**src/sv/bbd_pkg.sv**
```systemverilog
// Shared types and constants for the Bayer bilinear demosaic.
package bbd_pkg;

    localparam int BBD_MAX_WIDTH = 4096;
    localparam int HEIGHT_LIMIT  = 4096;

    localparam int RAW_W     = 10;
    localparam int PIX_W     = 8;
    localparam int CFG_W     = 13;
    localparam int CFG_IDX_W = 4;
    localparam int ROW_W     = $clog2(HEIGHT_LIMIT);

    localparam int FRAME_WIDTH_RESET  = 1920;
    localparam int FRAME_HEIGHT_RESET = 1080;

    localparam logic [CFG_IDX_W-1:0] REG_FRAME_WIDTH  = CFG_IDX_W'(0);
    localparam logic [CFG_IDX_W-1:0] REG_FRAME_HEIGHT = CFG_IDX_W'(1);

    // One new window column plus the position flags of the pixel that brought it.
    typedef struct packed {
        logic [PIX_W-1:0] top;
        logic [PIX_W-1:0] mid;
        logic [PIX_W-1:0] bot;
        logic             emit;      // row >= 1 and column >= 1
        logic             left_rep;  // column 1: left neighbor replicated
        logic             col_last;
        logic             row_last;
        logic             col_odd;
        logic             row_odd;
    } bbd_col_t;

endpackage

```
**src/sv/bbd_interp.sv**
```systemverilog
// 3x3 window, result sequencer and bilinear color interpolation with output register.
module bbd_interp
    import bbd_pkg::*;
(
    input  logic             clk,
    input  logic             rst_n,
    input  logic             col_valid,
    input  bbd_col_t         col_data,
    output logic             col_take,
    output logic             rgb_valid,
    input  logic             rgb_stall,
    output logic [PIX_W-1:0] blue,
    output logic [PIX_W-1:0] green,
    output logic [PIX_W-1:0] red,
    output logic             last_in_run,
    output logic             frame_end
);

    // Window entry r*3+c: r=0 top row, c=2 newest column
    logic [PIX_W-1:0] win_reg [9];
    logic [PIX_W-1:0] win_next [9];

    // Pending results: bit0 above-left, bit1 above-right flush,
    // bit2 last-row left, bit3 last-row right flush
    logic [3:0] pend_reg, pend_next;
    logic       s2_left_reg, s2_codd_reg, s2_rodd_reg;

    logic             rgb_valid_reg, rgb_valid_next;
    logic [PIX_W-1:0] blue_reg, green_reg, red_reg;
    logic             last_reg, fend_reg;

    logic       out_free, s2_move, load;
    logic [3:0] low_bit, pend_after;
    logic       low_rows, right_cols;
    logic       y_odd, x_odd;
    logic [PIX_W-1:0] nb [9];
    logic [PIX_W-1:0] row_pix [3][3];
    logic [PIX_W:0]   horiz, vert;
    logic [PIX_W+1:0] diag, cross_sum;
    logic [PIX_W-1:0] b_val, g_val, r_val;

    assign out_free   = !rgb_valid_reg || !rgb_stall;
    assign s2_move    = (pend_reg != 4'b0000) && out_free;
    assign low_bit    = pend_reg & (~pend_reg + 4'b0001);
    assign pend_after = pend_reg & ~low_bit;
    assign col_take   = (pend_reg == 4'b0000) || (s2_move && (pend_after == 4'b0000));
    assign load       = col_valid && col_take;

    assign low_rows   = !pend_reg[0] && !pend_reg[1];
    assign right_cols = !pend_reg[0] && (pend_reg[1] || !pend_reg[2]);

    // Border replication by row and column selection
    always_comb
    begin
        for (int j = 0; j < 3; j++)
        begin
            row_pix[0][j] = low_rows ? win_reg[3 + j] : win_reg[j];
            row_pix[1][j] = low_rows ? win_reg[6 + j] : win_reg[3 + j];
            row_pix[2][j] = win_reg[6 + j];
        end
        for (int i = 0; i < 3; i++)
        begin
            nb[i*3 + 0] = (right_cols || s2_left_reg) ? row_pix[i][1] : row_pix[i][0];
            nb[i*3 + 1] = right_cols ? row_pix[i][2] : row_pix[i][1];
            nb[i*3 + 2] = row_pix[i][2];
        end
    end

    assign horiz     = {1'b0, nb[3]} + {1'b0, nb[5]};
    assign vert      = {1'b0, nb[1]} + {1'b0, nb[7]};
    assign diag      = {2'b00, nb[0]} + {2'b00, nb[2]} + {2'b00, nb[6]} + {2'b00, nb[8]};
    assign cross_sum = {1'b0, horiz} + {1'b0, vert};

    // Above row has parity opposite to the current row; same for columns
    assign y_odd = low_rows ? s2_rodd_reg : !s2_rodd_reg;
    assign x_odd = right_cols ? s2_codd_reg : !s2_codd_reg;

    always_comb
    begin
        case ({y_odd, x_odd})
            2'b00:
            begin
                b_val = nb[4];
                g_val = cross_sum[PIX_W+1:2];
                r_val = diag[PIX_W+1:2];
            end
            2'b01:
            begin
                b_val = horiz[PIX_W:1];
                g_val = nb[4];
                r_val = vert[PIX_W:1];
            end
            2'b10:
            begin
                b_val = vert[PIX_W:1];
                g_val = nb[4];
                r_val = horiz[PIX_W:1];
            end
            default:
            begin
                b_val = diag[PIX_W+1:2];
                g_val = cross_sum[PIX_W+1:2];
                r_val = nb[4];
            end
        endcase
    end

    always_comb
    begin
        for (int i = 0; i < 9; i++)
            win_next[i] = win_reg[i];
        pend_next = pend_reg;
        if (load)
        begin
            for (int i = 0; i < 3; i++)
            begin
                win_next[i*3 + 0] = win_reg[i*3 + 1];
                win_next[i*3 + 1] = win_reg[i*3 + 2];
            end
            win_next[2] = col_data.top;
            win_next[5] = col_data.mid;
            win_next[8] = col_data.bot;
            pend_next = {col_data.emit && col_data.row_last && col_data.col_last,
                         col_data.emit && col_data.row_last,
                         col_data.emit && col_data.col_last,
                         col_data.emit};
        end
        else if (s2_move)
        begin
            pend_next = pend_after;
        end
    end

    always_comb
    begin
        if (s2_move)
            rgb_valid_next = 1'b1;
        else if (out_free)
            rgb_valid_next = 1'b0;
        else
            rgb_valid_next = rgb_valid_reg;
    end

    always_ff @(posedge clk or negedge rst_n)
    begin
        if (!rst_n)
        begin
            for (int i = 0; i < 9; i++)
                win_reg[i] <= '0;
            pend_reg      <= 4'b0000;
            rgb_valid_reg <= 1'b0;
        end
        else
        begin
            for (int i = 0; i < 9; i++)
                win_reg[i] <= win_next[i];
            pend_reg      <= pend_next;
            rgb_valid_reg <= rgb_valid_next;
        end
    end

    always_ff @(posedge clk)
    begin
        if (load)
        begin
            s2_left_reg <= col_data.left_rep;
            s2_codd_reg <= col_data.col_odd;
            s2_rodd_reg <= col_data.row_odd;
        end
        if (s2_move)
        begin
            blue_reg  <= b_val;
            green_reg <= g_val;
            red_reg   <= r_val;
            last_reg  <= (pend_after == 4'b0000);
            fend_reg  <= low_rows && right_cols;
        end
    end

    assign rgb_valid   = rgb_valid_reg;
    assign blue        = blue_reg;
    assign green       = green_reg;
    assign red         = red_reg;
    assign last_in_run = last_reg;
    assign frame_end   = fend_reg;

    // Corner flush is queued with all three other results and goes out last
    a_corner_order: assert property (@(posedge clk) disable iff (!rst_n)
        (pend_reg[3] && !pend_reg[2]) |-> (pend_reg[1:0] == 2'b00))
        else $error("corner result pending ahead of earlier results");

    a_fend_last: assert property (@(posedge clk) disable iff (!rst_n)
        (rgb_valid_reg && fend_reg) |-> last_reg)
        else $error("frame end not on last result of its transaction");

endmodule

```
**config.mk**
```make
export PLATFORM = sky130hd
export DESIGN_NAME = bbd_interp
export DESIGN_NICKNAME = d
export VERILOG_FILES = /design/src/sv/bbd_pkg.sv /design/src/sv/bbd_interp.sv
export SDC_FILE = /design/constraint.sdc
export NUM_CORES = 1
export LEC_CHECK = 0
export ABC_CLOCK_PERIOD_IN_PS = 11600
export BUFFER_PORTS_ARGS = -buffer_cell sky130_fd_sc_hd__buf_2
export CAP_MARGIN = 20
export CORE_ASPECT_RATIO = 1.75
export CORE_MARGIN = 8
export CORE_UTILIZATION = 50
export DETAILED_ROUTE_END_ITERATION = 10
export PLACE_DENSITY = 0.74
export SYNTH_ARGS = -nofsm -noshare
export SYNTH_HDL_FRONTEND = slang
export SYNTH_SLANG_ARGS = --single-unit
```
**constraint.sdc**
```tcl
create_clock -name clk -period 11.6 [get_ports clk]
set_input_delay 0 -clock clk [delete_from_list [all_inputs] [get_ports clk]]
set_output_delay 0 -clock clk [all_outputs]
set_load 0.05 [all_outputs]
```
==> key figures, run 1 <==
Outcome
  – Run status: complete, no violations

Cells and area
  – Inserted Diodes: 0
  – Layout fillers: 1312
  – Share of layout cells above drive strength 1: 13.6%
  – Max reg flops: 48
  – Final net count: 993
  – Area growth, synth to finish: 14.1%

Routing
  – Routed WL: 18.2 mm
  – Drt first pass iters: 5
  – 1st-iter DRT viols: 392
  – Via count: 6070
  – Remaining DRCs: 0
  – Routed len/inst: 16.7 um
  – Routed vias/inst: 5.56
  – Routed Antenna Nets: 0

Timing
  – RSZ-0062 raised after global routing: no
  – TNS Setup: 0 ns
  – Rel. slew slack: 50.9%
  – Final worst-path cycle share: 45.8%
  – Min cycle time layout: 5.31 ns
  – Slew @ Worst Pin: 0.736 ns
  – Fmax: 188 MHz
  – Fin. Hold Viols: 0
  – Endpoints failing setup: 0
  – Slew Limit Fails: 0
  – Clk_skew: 0.00656 ns

Worst setup path
  – CP cell instances: inv_2 > a21oi_2 > buf_4 > nor2_2 > buf_4 > mux2_2 > fa_1 > fa_1 > nand2b_1 > a221oi_2 > and2_1 > fa_1 > a21o_1 > a21o_1 > a211oi_1 > o21ai_0 > o211ai_1 > a41oi_1
  – CP Data Arrival Time: 5.39 ns
  – CP max FO: 36
  – Element type at the critical path start: flop
  – Most frequent CP cell: fa_1
  – Top delay family on crit path: compound AO/OA/AOI/OAI gates
  – CP Capture Point: red[7]
  – Reg-to-reg slack, setup: 6.29 ns
  – Crit-path slowest cell: fa_1
  – Buf/Inv on CP: 3
  – Worst path required time: 11.68 ns
  – Critical Path Stages: 18
  – Worst path max stage delay: 0.51 ns
  – Crit path kind: flop to flop
  – Worst Reg-to-Reg Cells: 18
  – Reg2Reg Launch Point: pend_reg[1]
  – Worst r2r dst: red[7]
  – Setup crit start: pend_reg[1]
  – CP Capture Type: flop

Floorplanning
  – Row cnt: 58
  – Core Region: 14300 um2
  – Die height: 175 um
  – I/O pin cnt: 62
  – Die area: 18800 um2
  – Die W: 107 um
  – Initial core utilization: 50.8%

Logic synthesis
  – Async set-reset flop share out of synthesis: 72.6%
  – Post-synthesis sequential area ratio: 38.5%
  – Post-Syn Nets: 921
  – Post-synthesis mux area share: 8.58%
  – Netlist cell types: 64
  – Syn avg cell area: 8.70 um2
  – Synth Area in Adders: 11.1%
  – Number of enable flip-flop cells after synthesis: 29
  – Mapped cell area: 7260 um2
  – Post-synth top area cell: dfrtp_1
  – Cell count after synthesis: 834
  – Yosys top cell area share: 26.5%
  – Post-synthesis xor/xnor area fraction: 2.41%
  – Largest family of logic cells by synthesized area: simple AND/OR/NAND/NOR gates
  – Compound-gate portion of the synthesized area: 13.9%
  – Synth Warn #: 0
  – Simple-gate portion of the synthesized area: 20.1%
  – Synth area leaders: dfrtp_1 (27%), nand2_1 (14%), edfxtp_1 (12%)
  – Main synth FF type: dfrtp_1
  – Yosys reg bits: 106

CTS
  – Clock transition at the registers of the reported paths: 0.07 ns
  – Worst-skew pair later-pin latency: 0.36 ns
  – Root Buffer: clkbuf_16
  – H-tree depth: 3
  – CTS Sinks: 106
  – Post CTS Setup Buffer Count: 0
  – Max Root-Sink Buffers: 2
  – CTS tree: built
  – Num CTS Buffers: 9

Placed design
  – Global placer's final weighted congestion: 1.02
  – Port bufs: 61
  – HPWL Detailed: 13.3 mm

Global routing
  – Initial antenna violation count: 0
  – Largest net degree at the start of global routing: 78
  – Vias in the first global route: 6038
  – First-pass GRT wire length: 30.1 mm
  – Gr usage total: 19.9%
  – Total grt overflow: 0

Job
  – Maxcap violations: 0

Worst hold path
  – Hold WC Path Type: primary input to asynchronous set/reset pin
==> layer usage <==
| metal | vias to the layer above | share of wire (%) | track usage, % |
|---|---|---|---|
| met1 | 2866 | 40 | 23.1 |
| li1 | 2969 | - | - |
| met4 | 0 | 4.2 | 11.3 |
| met3 | 51 | 4.3 | 2.72 |
| met2 | 184 | 52 | 33.9 |
| met5 | - | 0 | 0 |
==> cell usage after synthesis (all sizes together), types with 3 or more instances <==
cell type  number
fa             18
o21a           11
clkbuf         16
nor4            3
dfrtp          77
a21o            7
mux2i          33
o21bai          3
mux2           25
a31oi           4
ha             35
xnor2          13
a211o           4
and2            5
nand3          10
o21ai          46
a21oi          34
buf            23
nor2           25
nand2b          3
xor2            7
or2             8
a22oi           4
nand2         279
a221oi          3
a32oi           3
a211oi          6
edfxtp         29
a222oi          5
nor3            5
inv            50
nor2b           6
nand3b          4
o211ai          8
==> through the flow <==
step / hold slack (ns) / util (%) / worst slack, ns / area, um2 / instances
2_1_floorplan: -0.296 / - / 7.28 / 7260 / 834
3_3_place_gp: 0.177 / 53.5 / 6.49 / 7650 / 1042
3_5_place_dp: 0.179 / 53.5 / 6.36 / 7650 / 1042
4_1_cts: 0.339 / 57.7 / 6.38 / 8250 / 1090
5_1_grt: 0.0269 / 57.9 / 6.06 / 8280 / 1091
6_report: 0.0174 / 57.9 / 6.29 / 8280 / 1091
==> cells by family after synthesis <==
logic type               after synthesis
AND/OR/NAND/NOR                      354
flip-flops                           106
multiplexers                          58
AO/OA/AOI/OAI                        152
buffers and inverters                 90
XOR/XNOR                              20
adder cells (fa/ha/maj)               54
==> worst min path at each step <==
stage | slack [ns] | cells past startpoint | from | end
2_1_floorplan | -0.30 | 0 | rst_n | nb[0]
3_3_place_gp | 0.18 | 1 | col_data[4] | s2_left_reg
3_5_place_dp | 0.18 | 1 | col_data[4] | s2_left_reg
4_1_cts | 0.34 | 2 | col_data[4] | s2_left_reg
5_1_grt | 0.03 | 2 | rst_n | rgb_valid
6_report | 0.02 | 2 | rst_n | pend_reg[3]
==> cell type report <==
type / instances / area (um2) / share of cell area, %
Timing Repair Buffer: 100 / 701 / 8.46
Sequential cell: 106 / 2800 / 33.8
Inverter: 51 / 191 / 2.31
Clock buffer: 9 / 225 / 2.72
Multi-Input combinational cell: 638 / 4080 / 49.3
Tap cell: 180 / 225 / 2.72
Clock inverter: 7 / 60.1 / 0.725
==> cells in the final DEF (no fill, tap or decap), types with 7 or more instances in the layout <==
master,count
a21o_1,7
mux2i_1,33
buf_2,60
xor2_1,7
nor2_1,23
o211ai_1,7
o21ai_0,37
nand2_1,279
nand3_1,10
ha_1,35
mux2_2,16
fa_1,18
inv_1,48
or2_2,7
clkbuf_16,9
edfxtp_1,29
buf_4,7
o21a_1,11
xnor2_1,13
a21oi_1,31
o21ai_1,8
dlygate4sd3_1,32
dfrtp_1,77
==> timing repair <==
action                    4_1_cts  5_1_grt
resized for setup               0        0
hold endpoints to repair      109        0
hold buffers                   32        0
Power of run 1 is left out: the tool's default activity adds up to more than one toggle a clock period on the data nets, which glitch-free logic cannot reach.
==> run 2, diff against run 1 <==
--- a/config.mk
+++ b/config.mk
@@ -5,7 +5,7 @@
 export SDC_FILE = /design/constraint.sdc
 export NUM_CORES = 1
 export LEC_CHECK = 0
-export ABC_CLOCK_PERIOD_IN_PS = 11600
+export ABC_CLOCK_PERIOD_IN_PS = 4900
 export BUFFER_PORTS_ARGS = -buffer_cell sky130_fd_sc_hd__buf_2
 export CAP_MARGIN = 20
 export CORE_ASPECT_RATIO = 1.75
==> constraint.sdc (replaced) <==
create_clock -name clk -period 4.9 [get_ports clk]
set_input_delay 0 -clock clk [delete_from_list [all_inputs] [get_ports clk]]
set_output_delay 0 -clock clk [all_outputs]
set_load 0.05 [all_outputs]
==> key figures, run 2 (synthesis results as in run 1) <==
Timing
  – Slew Limit Fails: 0 (unchanged)
  – Fin. Hold Viols: 0 (unchanged)
  – Min cycle time layout: 4.60 ns (was 5.31 ns)
  – Hold Slack: 0.109 ns (was 0.0174 ns)
  – Rel. slew slack: 35.1% (was 50.9%)
  – Final worst-path cycle share: 93.9% (was 45.8%)
  – Clk_skew: 0.00976 ns (was 0.00656 ns)
  – TNS Setup: 0 ns (unchanged)
  – RSZ-0062 raised after global routing: no (unchanged)
  – Slew @ Worst Pin: 0.973 ns (was 0.736 ns)
  – Endpoints failing setup: 0 (unchanged)
  – Fmax: 217 MHz (was 188 MHz)

Placed design
  – Cell Count Post-Placement: 1049 (was 1042)
  – HPWL Detailed: 13.4 mm (was 13.3 mm)
  – Global placer's final weighted congestion: 0.956 (was 1.02)
  – Port bufs: 61 (unchanged)

CTS
  – Num CTS Buffers: 9 (unchanged)
  – Clock transition at the registers of the reported paths: 0.08 ns (was 0.07 ns)
  – CTS tree: built (unchanged)
  – H-tree depth: 3 (unchanged)
  – Max Root-Sink Buffers: 2 (unchanged)
  – Root Buffer: clkbuf_16 (unchanged)
  – Worst-skew pair later-pin latency: 0.35 ns (was 0.36 ns)
  – Post-CTS resize count: 0 (unchanged)
  – CTS Sinks: 106 (unchanged)

Routing
  – Routed len/inst: 16.4 um (was 16.7 um)
  – Routed WL: 18.0 mm (was 18.2 mm)
  – Via count: 6037 (was 6070)
  – 1st-iter DRT viols: 409 (was 392)
  – WL met2: 9.43 mm (was 9.46 mm)
  – Remaining DRCs: 0 (unchanged)
  – Drt first pass iters: 5 (unchanged)
  – Routed vias/inst: 5.50 (was 5.56)
  – Routed Antenna Nets: 0 (unchanged)
  – Metal3 WL: 634 um (was 785 um)
  – Met1 WL: 7.28 mm (was 7.23 mm)
  – Highest routed layer: met4 (unchanged)

Worst setup path
  – Worst r2r dst: red[7] (unchanged)
  – Reg2Reg Launch Point: pend_reg[0] (was pend_reg[1])
  – Reg-to-reg slack, setup: 0.30 ns (was 6.29 ns)
  – Worst Reg-to-Reg Cells: 16 (was 18)
  – Crit path kind: flop to flop (unchanged)
  – CP Capture Type: flop (unchanged)
  – CP Capture Point: red[7] (unchanged)
  – Setup crit start: pend_reg[0] (was pend_reg[1])
  – Element type at the critical path start: flop (unchanged)
  – CP Data Arrival Time: 4.68 ns (was 5.39 ns)
  – Worst path required time: 4.97 ns (was 11.68 ns)
  – CP max FO: 30 (was 36)

Cells and area
  – Most common cell after layout, fill and taps aside: nand2_1 (unchanged)
  – Non-Filler Instances: 1097 (was 1091)
  – Inserted Diodes: 0 (unchanged)
  – Max reg flops: 48 (unchanged)
  – Area growth, synth to finish: 14.7% (was 14.1%)
  – Final core occ: 58.2% (was 57.9%)
  – Commonest non-fill, non-tap cells in the layout: nand2_1 (279), dfrtp_1 (77), buf_2 (60) (unchanged)
  – Final net count: 999 (was 993)
  – Share of layout cells above drive strength 1: 14.1% (was 13.6%)

Worst hold path
  – Hold WC Path Type: primary input to flop (was primary input to asynchronous set/reset pin)

Floorplanning
  – Die area: 18800 um2 (unchanged)
  – Initial core utilization: 50.8% (unchanged)
  – Row cnt: 58 (unchanged)
  – Die height: 175 um (unchanged)
  – I/O pin cnt: 62 (unchanged)
  – Core Region: 14300 um2 (unchanged)
  – Die W: 107 um (unchanged)

Global routing
  – Gr usage total: 19.9% (about the same)
  – First-pass GRT wire length: 30.1 mm (about the same)
  – Vias in the first global route: 6103 (was 6038)
  – Largest net degree at the start of global routing: 78 (unchanged)
  – Total grt overflow: 0 (unchanged)
  – Initial antenna violation count: 0 (unchanged)

Job
  – Maxcap violations: 0 (unchanged)

Outcome
  – Run status: complete, no violations (unchanged)
==> run 2: area by class of cell <==
class / instances / area (um2)
Inverter: 51 / 191
Sequential cell: 106 / 2800
Clock inverter: 6 / 61.3
Timing Repair Buffer: 106 / 738
Multi-Input combinational cell: 638 / 4080
Clock buffer: 10 / 229
Tap cell: 180 / 225
Fill cell: 1293 / 5970
==> run 2: timing repair <==
item                                   in CTS  in global routing
hold buffers                               32                  0
endpoints found under the hold margin     109                  0
buffers inserted                            0                  0
==> run 2: worst min path at each step <==
| stage | cells past startpoint | to | start |
|---|---|---|---|
| final | 5 | win_reg[63] | col_valid |
| after detailed placement | 1 | s2_rodd_reg | col_data[0] |
| after CTS | 5 | nb[7] | col_valid |
| after global placement | 1 | s2_codd_reg | col_data[1] |
| after global routing | 5 | win_reg[63] | col_valid |
| after floorplan | 0 | nb[0] | rst_n |
==> run 2: critical path, cell delays in order (launching register included) <==
cell,delay (ns)
dfrtp_1,0.50
a21oi_2,0.07
nor2_2,0.14
buf_12,0.22
mux2_2,0.39
fa_1,0.49
fa_1,0.49
nand2b_1,0.10
a221oi_2,0.05
and2_1,0.18
fa_1,0.41
a21o_1,0.18
a21o_1,0.23
a211oi_1,0.43
o21ai_0,0.18
o211ai_1,0.11
a41oi_1,0.13
==> run 2: layer usage <==
metal | track usage, % | vias to the layer above
met5 | 0 | -
met4 | 9.79 | 0
met3 | 2.61 | 38
met2 | 34.4 | 141
met1 | 23.3 | 2889
li1 | - | 2969
==> run 2: per-stage QoR <==
step           setup WS, ns  instance area (um2)
2_1_floorplan         0.580                 7260
3_3_place_gp          0.431                 7710
3_5_place_dp          0.364                 7710
4_1_cts               0.356                 8320
5_1_grt              0.0469                 8320
6_report              0.297                 8320
Power of run 2 is left out for the same reason.
==> run 3, diff against run 2 <==
--- a/config.mk
+++ b/config.mk
@@ -6,7 +6,7 @@
 export NUM_CORES = 1
 export LEC_CHECK = 0
 export ABC_CLOCK_PERIOD_IN_PS = 4900
-export BUFFER_PORTS_ARGS = -buffer_cell sky130_fd_sc_hd__buf_2
+export BUFFER_PORTS_ARGS = -buffer_cell sky130_fd_sc_hd__clkbuf_2
 export CAP_MARGIN = 20
 export CORE_ASPECT_RATIO = 1.75
 export CORE_MARGIN = 8
==> key figures, run 3 (synthesis results as in run 1) <==
Routing
  – Remaining DRCs: 0 (unchanged)
  – Drt first pass iters: 6 (was 5)
  – Routed Antenna Nets: 0 (unchanged)
  – Routed vias/inst: 5.54 (was 5.50)
  – Routed WL: 18.0 mm (about the same)
  – Highest routed layer: met4 (unchanged)
  – Met1 WL: 7.28 mm (about the same)
  – Routed len/inst: 16.4 um (about the same)
  – Via count: 6080 (was 6037)
  – Metal3 WL: 686 um (was 634 um)
  – WL met2: 9.23 mm (was 9.43 mm)
  – 1st-iter DRT viols: 391 (was 409)

Worst setup path
  – CP Capture Type: flop (unchanged)
  – Crit path kind: flop to flop (unchanged)
  – Most frequent CP cell: fa_1 (unchanged)
  – Element type at the critical path start: flop (unchanged)
  – Setup crit start: pend_reg[0] (unchanged)
  – Reg2Reg Launch Point: pend_reg[0] (unchanged)
  – Crit-path slowest cell: fa_1 (was dfrtp_1)
  – Worst path required time: 4.98 ns (was 4.97 ns)
  – CP Data Arrival Time: 4.60 ns (was 4.68 ns)
  – CP max FO: 30 (unchanged)
  – CP cell instances: a21oi_2 > nor2_2 > buf_12 > mux2_2 > fa_1 > fa_1 > nand2b_1 > a221oi_2 > and2_1 > fa_1 > a21o_1 > a21o_1 > a211oi_1 > o21ai_0 > o211ai_1 > a41oi_1 (unchanged)
  – Worst path max stage delay: 0.50 ns (about the same)

CTS
  – Max Root-Sink Buffers: 2 (unchanged)
  – CTS Sinks: 106 (unchanged)
  – Root Buffer: clkbuf_16 (unchanged)
  – Worst-skew pair later-pin latency: 0.35 ns (about the same)
  – H-tree depth: 3 (unchanged)
  – Clock transition at the registers of the reported paths: 0.08 ns (about the same)
  – Post-CTS resize count: 0 (unchanged)
  – Num CTS Buffers: 9 (unchanged)
  – CTS tree: built (unchanged)

Outcome
  – Run status: complete, no violations (unchanged)

Timing
  – Rel. slew slack: 35.2% (was 35.1%)
  – Min cycle time layout: 4.53 ns (was 4.60 ns)
  – TNS Setup: 0 ns (unchanged)
  – Fin. Hold Viols: 0 (unchanged)
  – Final worst-path cycle share: 92.4% (was 93.9%)
  – Slew @ Worst Pin: 0.972 ns (was 0.973 ns)
  – Worst setup margin: 0.372 ns (was 0.297 ns)
  – Slew Limit Fails: 0 (unchanged)
  – Endpoints failing setup: 0 (unchanged)
  – RSZ-0062 raised after global routing: no (unchanged)
  – Fmax: 221 MHz (was 217 MHz)
  – Clk_skew: 0.00822 ns (was 0.00976 ns)

Cells and area
  – Sequential cell area: 2800 um2 (unchanged)
  – Layout fillers: 1279 (was 1293)
  – Max reg flops: 48 (unchanged)
  – Commonest non-fill, non-tap cells in the layout: nand2_1 (279), dfrtp_1 (77), clkbuf_2 (60) (was nand2_1 (279), dfrtp_1 (77), buf_2 (60))
  – Area growth, synth to finish: 15.1% (was 14.7%)
  – Area of the multi-input gates: 4080 um2 (unchanged)
  – Final net count: 999 (unchanged)
  – Most common cell after layout, fill and taps aside: nand2_1 (unchanged)
  – Share of layout cells above drive strength 1: 14.2% (was 14.1%)

Floorplanning
  – Row cnt: 58 (unchanged)
  – Die area: 18800 um2 (unchanged)
  – Die W: 107 um (unchanged)
  – Die height: 175 um (unchanged)
  – Core Region: 14300 um2 (unchanged)
  – Initial core utilization: 50.8% (unchanged)
  – I/O pin cnt: 62 (unchanged)

Global routing
  – Total grt overflow: 0 (unchanged)
  – Gr usage total: 19.8% (was 19.9%)
  – First-pass GRT wire length: 30.0 mm (was 30.1 mm)
  – Initial antenna violation count: 1 (was 0)
  – Vias in the first global route: 6132 (was 6103)
  – Largest net degree at the start of global routing: 78 (unchanged)

Placed design
  – Pre-CTS setup slack: 0.360 ns (was 0.364 ns)
  – HPWL Detailed: 13.5 mm (was 13.4 mm)
  – Port bufs: 61 (unchanged)
  – Global placer's final weighted congestion: 0.967 (was 0.956)

Worst hold path
  – Hold WC Path Type: primary input to flop (unchanged)
  – HP Start: col_valid (unchanged)

Job
  – Maxcap violations: 0 (unchanged)
-- run 3: cell types whose count changed in the layout (fill, tap and decap cells not counted) --
cell / delta
buf_2: -60
clkbuf_2: +60
bufinv_16: +1
clkbuf_1: -1
clkinv_8: +1
clkinvlp_4: -1
diode_2: +1
inv_6: +1
inv_8: -1
-- run 3: final timing paths --
check / slack [ns] / cells past startpoint / endpoint
max: 0.37 / 16 / red[7]
min: 0.25 / 5 / win_reg[55]
max reg2reg: 0.37 / 16 / red[7]
min reg2reg: 0.48 / 2 / win_reg[71]
max in group asynchronous: 3.93 / 2 / row_pix[18]
min in group asynchronous: 0.34 / 2 / nb[7]
-- run 3: through the flow --
stage	instances	cell area, um2	hold slack, ns	utilization (%)
2_1_floorplan	834	7260	-0.296	-
3_3_place_gp	1049	7710	0.179	54.0
3_5_place_dp	1049	7710	0.179	54.0
4_1_cts	1097	8360	0.258	58.5
5_1_grt	1098	8360	0.293	58.5
6_report	1098	8360	0.245	58.5
-- run 3: routing by layer --
| layer | up-vias | GRT usage, % |
|---|---|---|
| met5 | - | 0 |
| met4 | 0 | 11.3 |
| met3 | 52 | 2.57 |
| met2 | 157 | 34.5 |
| met1 | 2898 | 22.5 |
| li1 | 2973 | - |
-- run 3: layout make-up --
type / instances / share of cell area (%)
Inverter: 51 / 2.29
Clock buffer: 9 / 2.69
Clock inverter: 7 / 1.17
Tap cell: 180 / 2.69
Sequential cell: 106 / 33.5
Multi-Input combinational cell: 638 / 48.8
Timing Repair Buffer: 106 / 8.83
Antenna cell: 1 / 0.0299
-- run 3: critical path: cells and delay by family, from the launching register on --
| kind | cells | cell delay, ns |
|---|---|---|
| muxes | 1 | 0.39 |
| and+or+nand+nor | 3 | 0.41 |
| DFF | 1 | 0.49 |
| buffers and inverters | 1 | 0.21 |
| adders and majority gates | 3 | 1.40 |
| AOI/OAI and AO/OA | 8 | 1.33 |
-- run 3: repair_timing --
action / CTS / global route
hold buffers: 32 / 0
hold endpoints to repair: 109 / 0
setup buffers: 0 / 0
Power of run 3 is left out for the same reason.
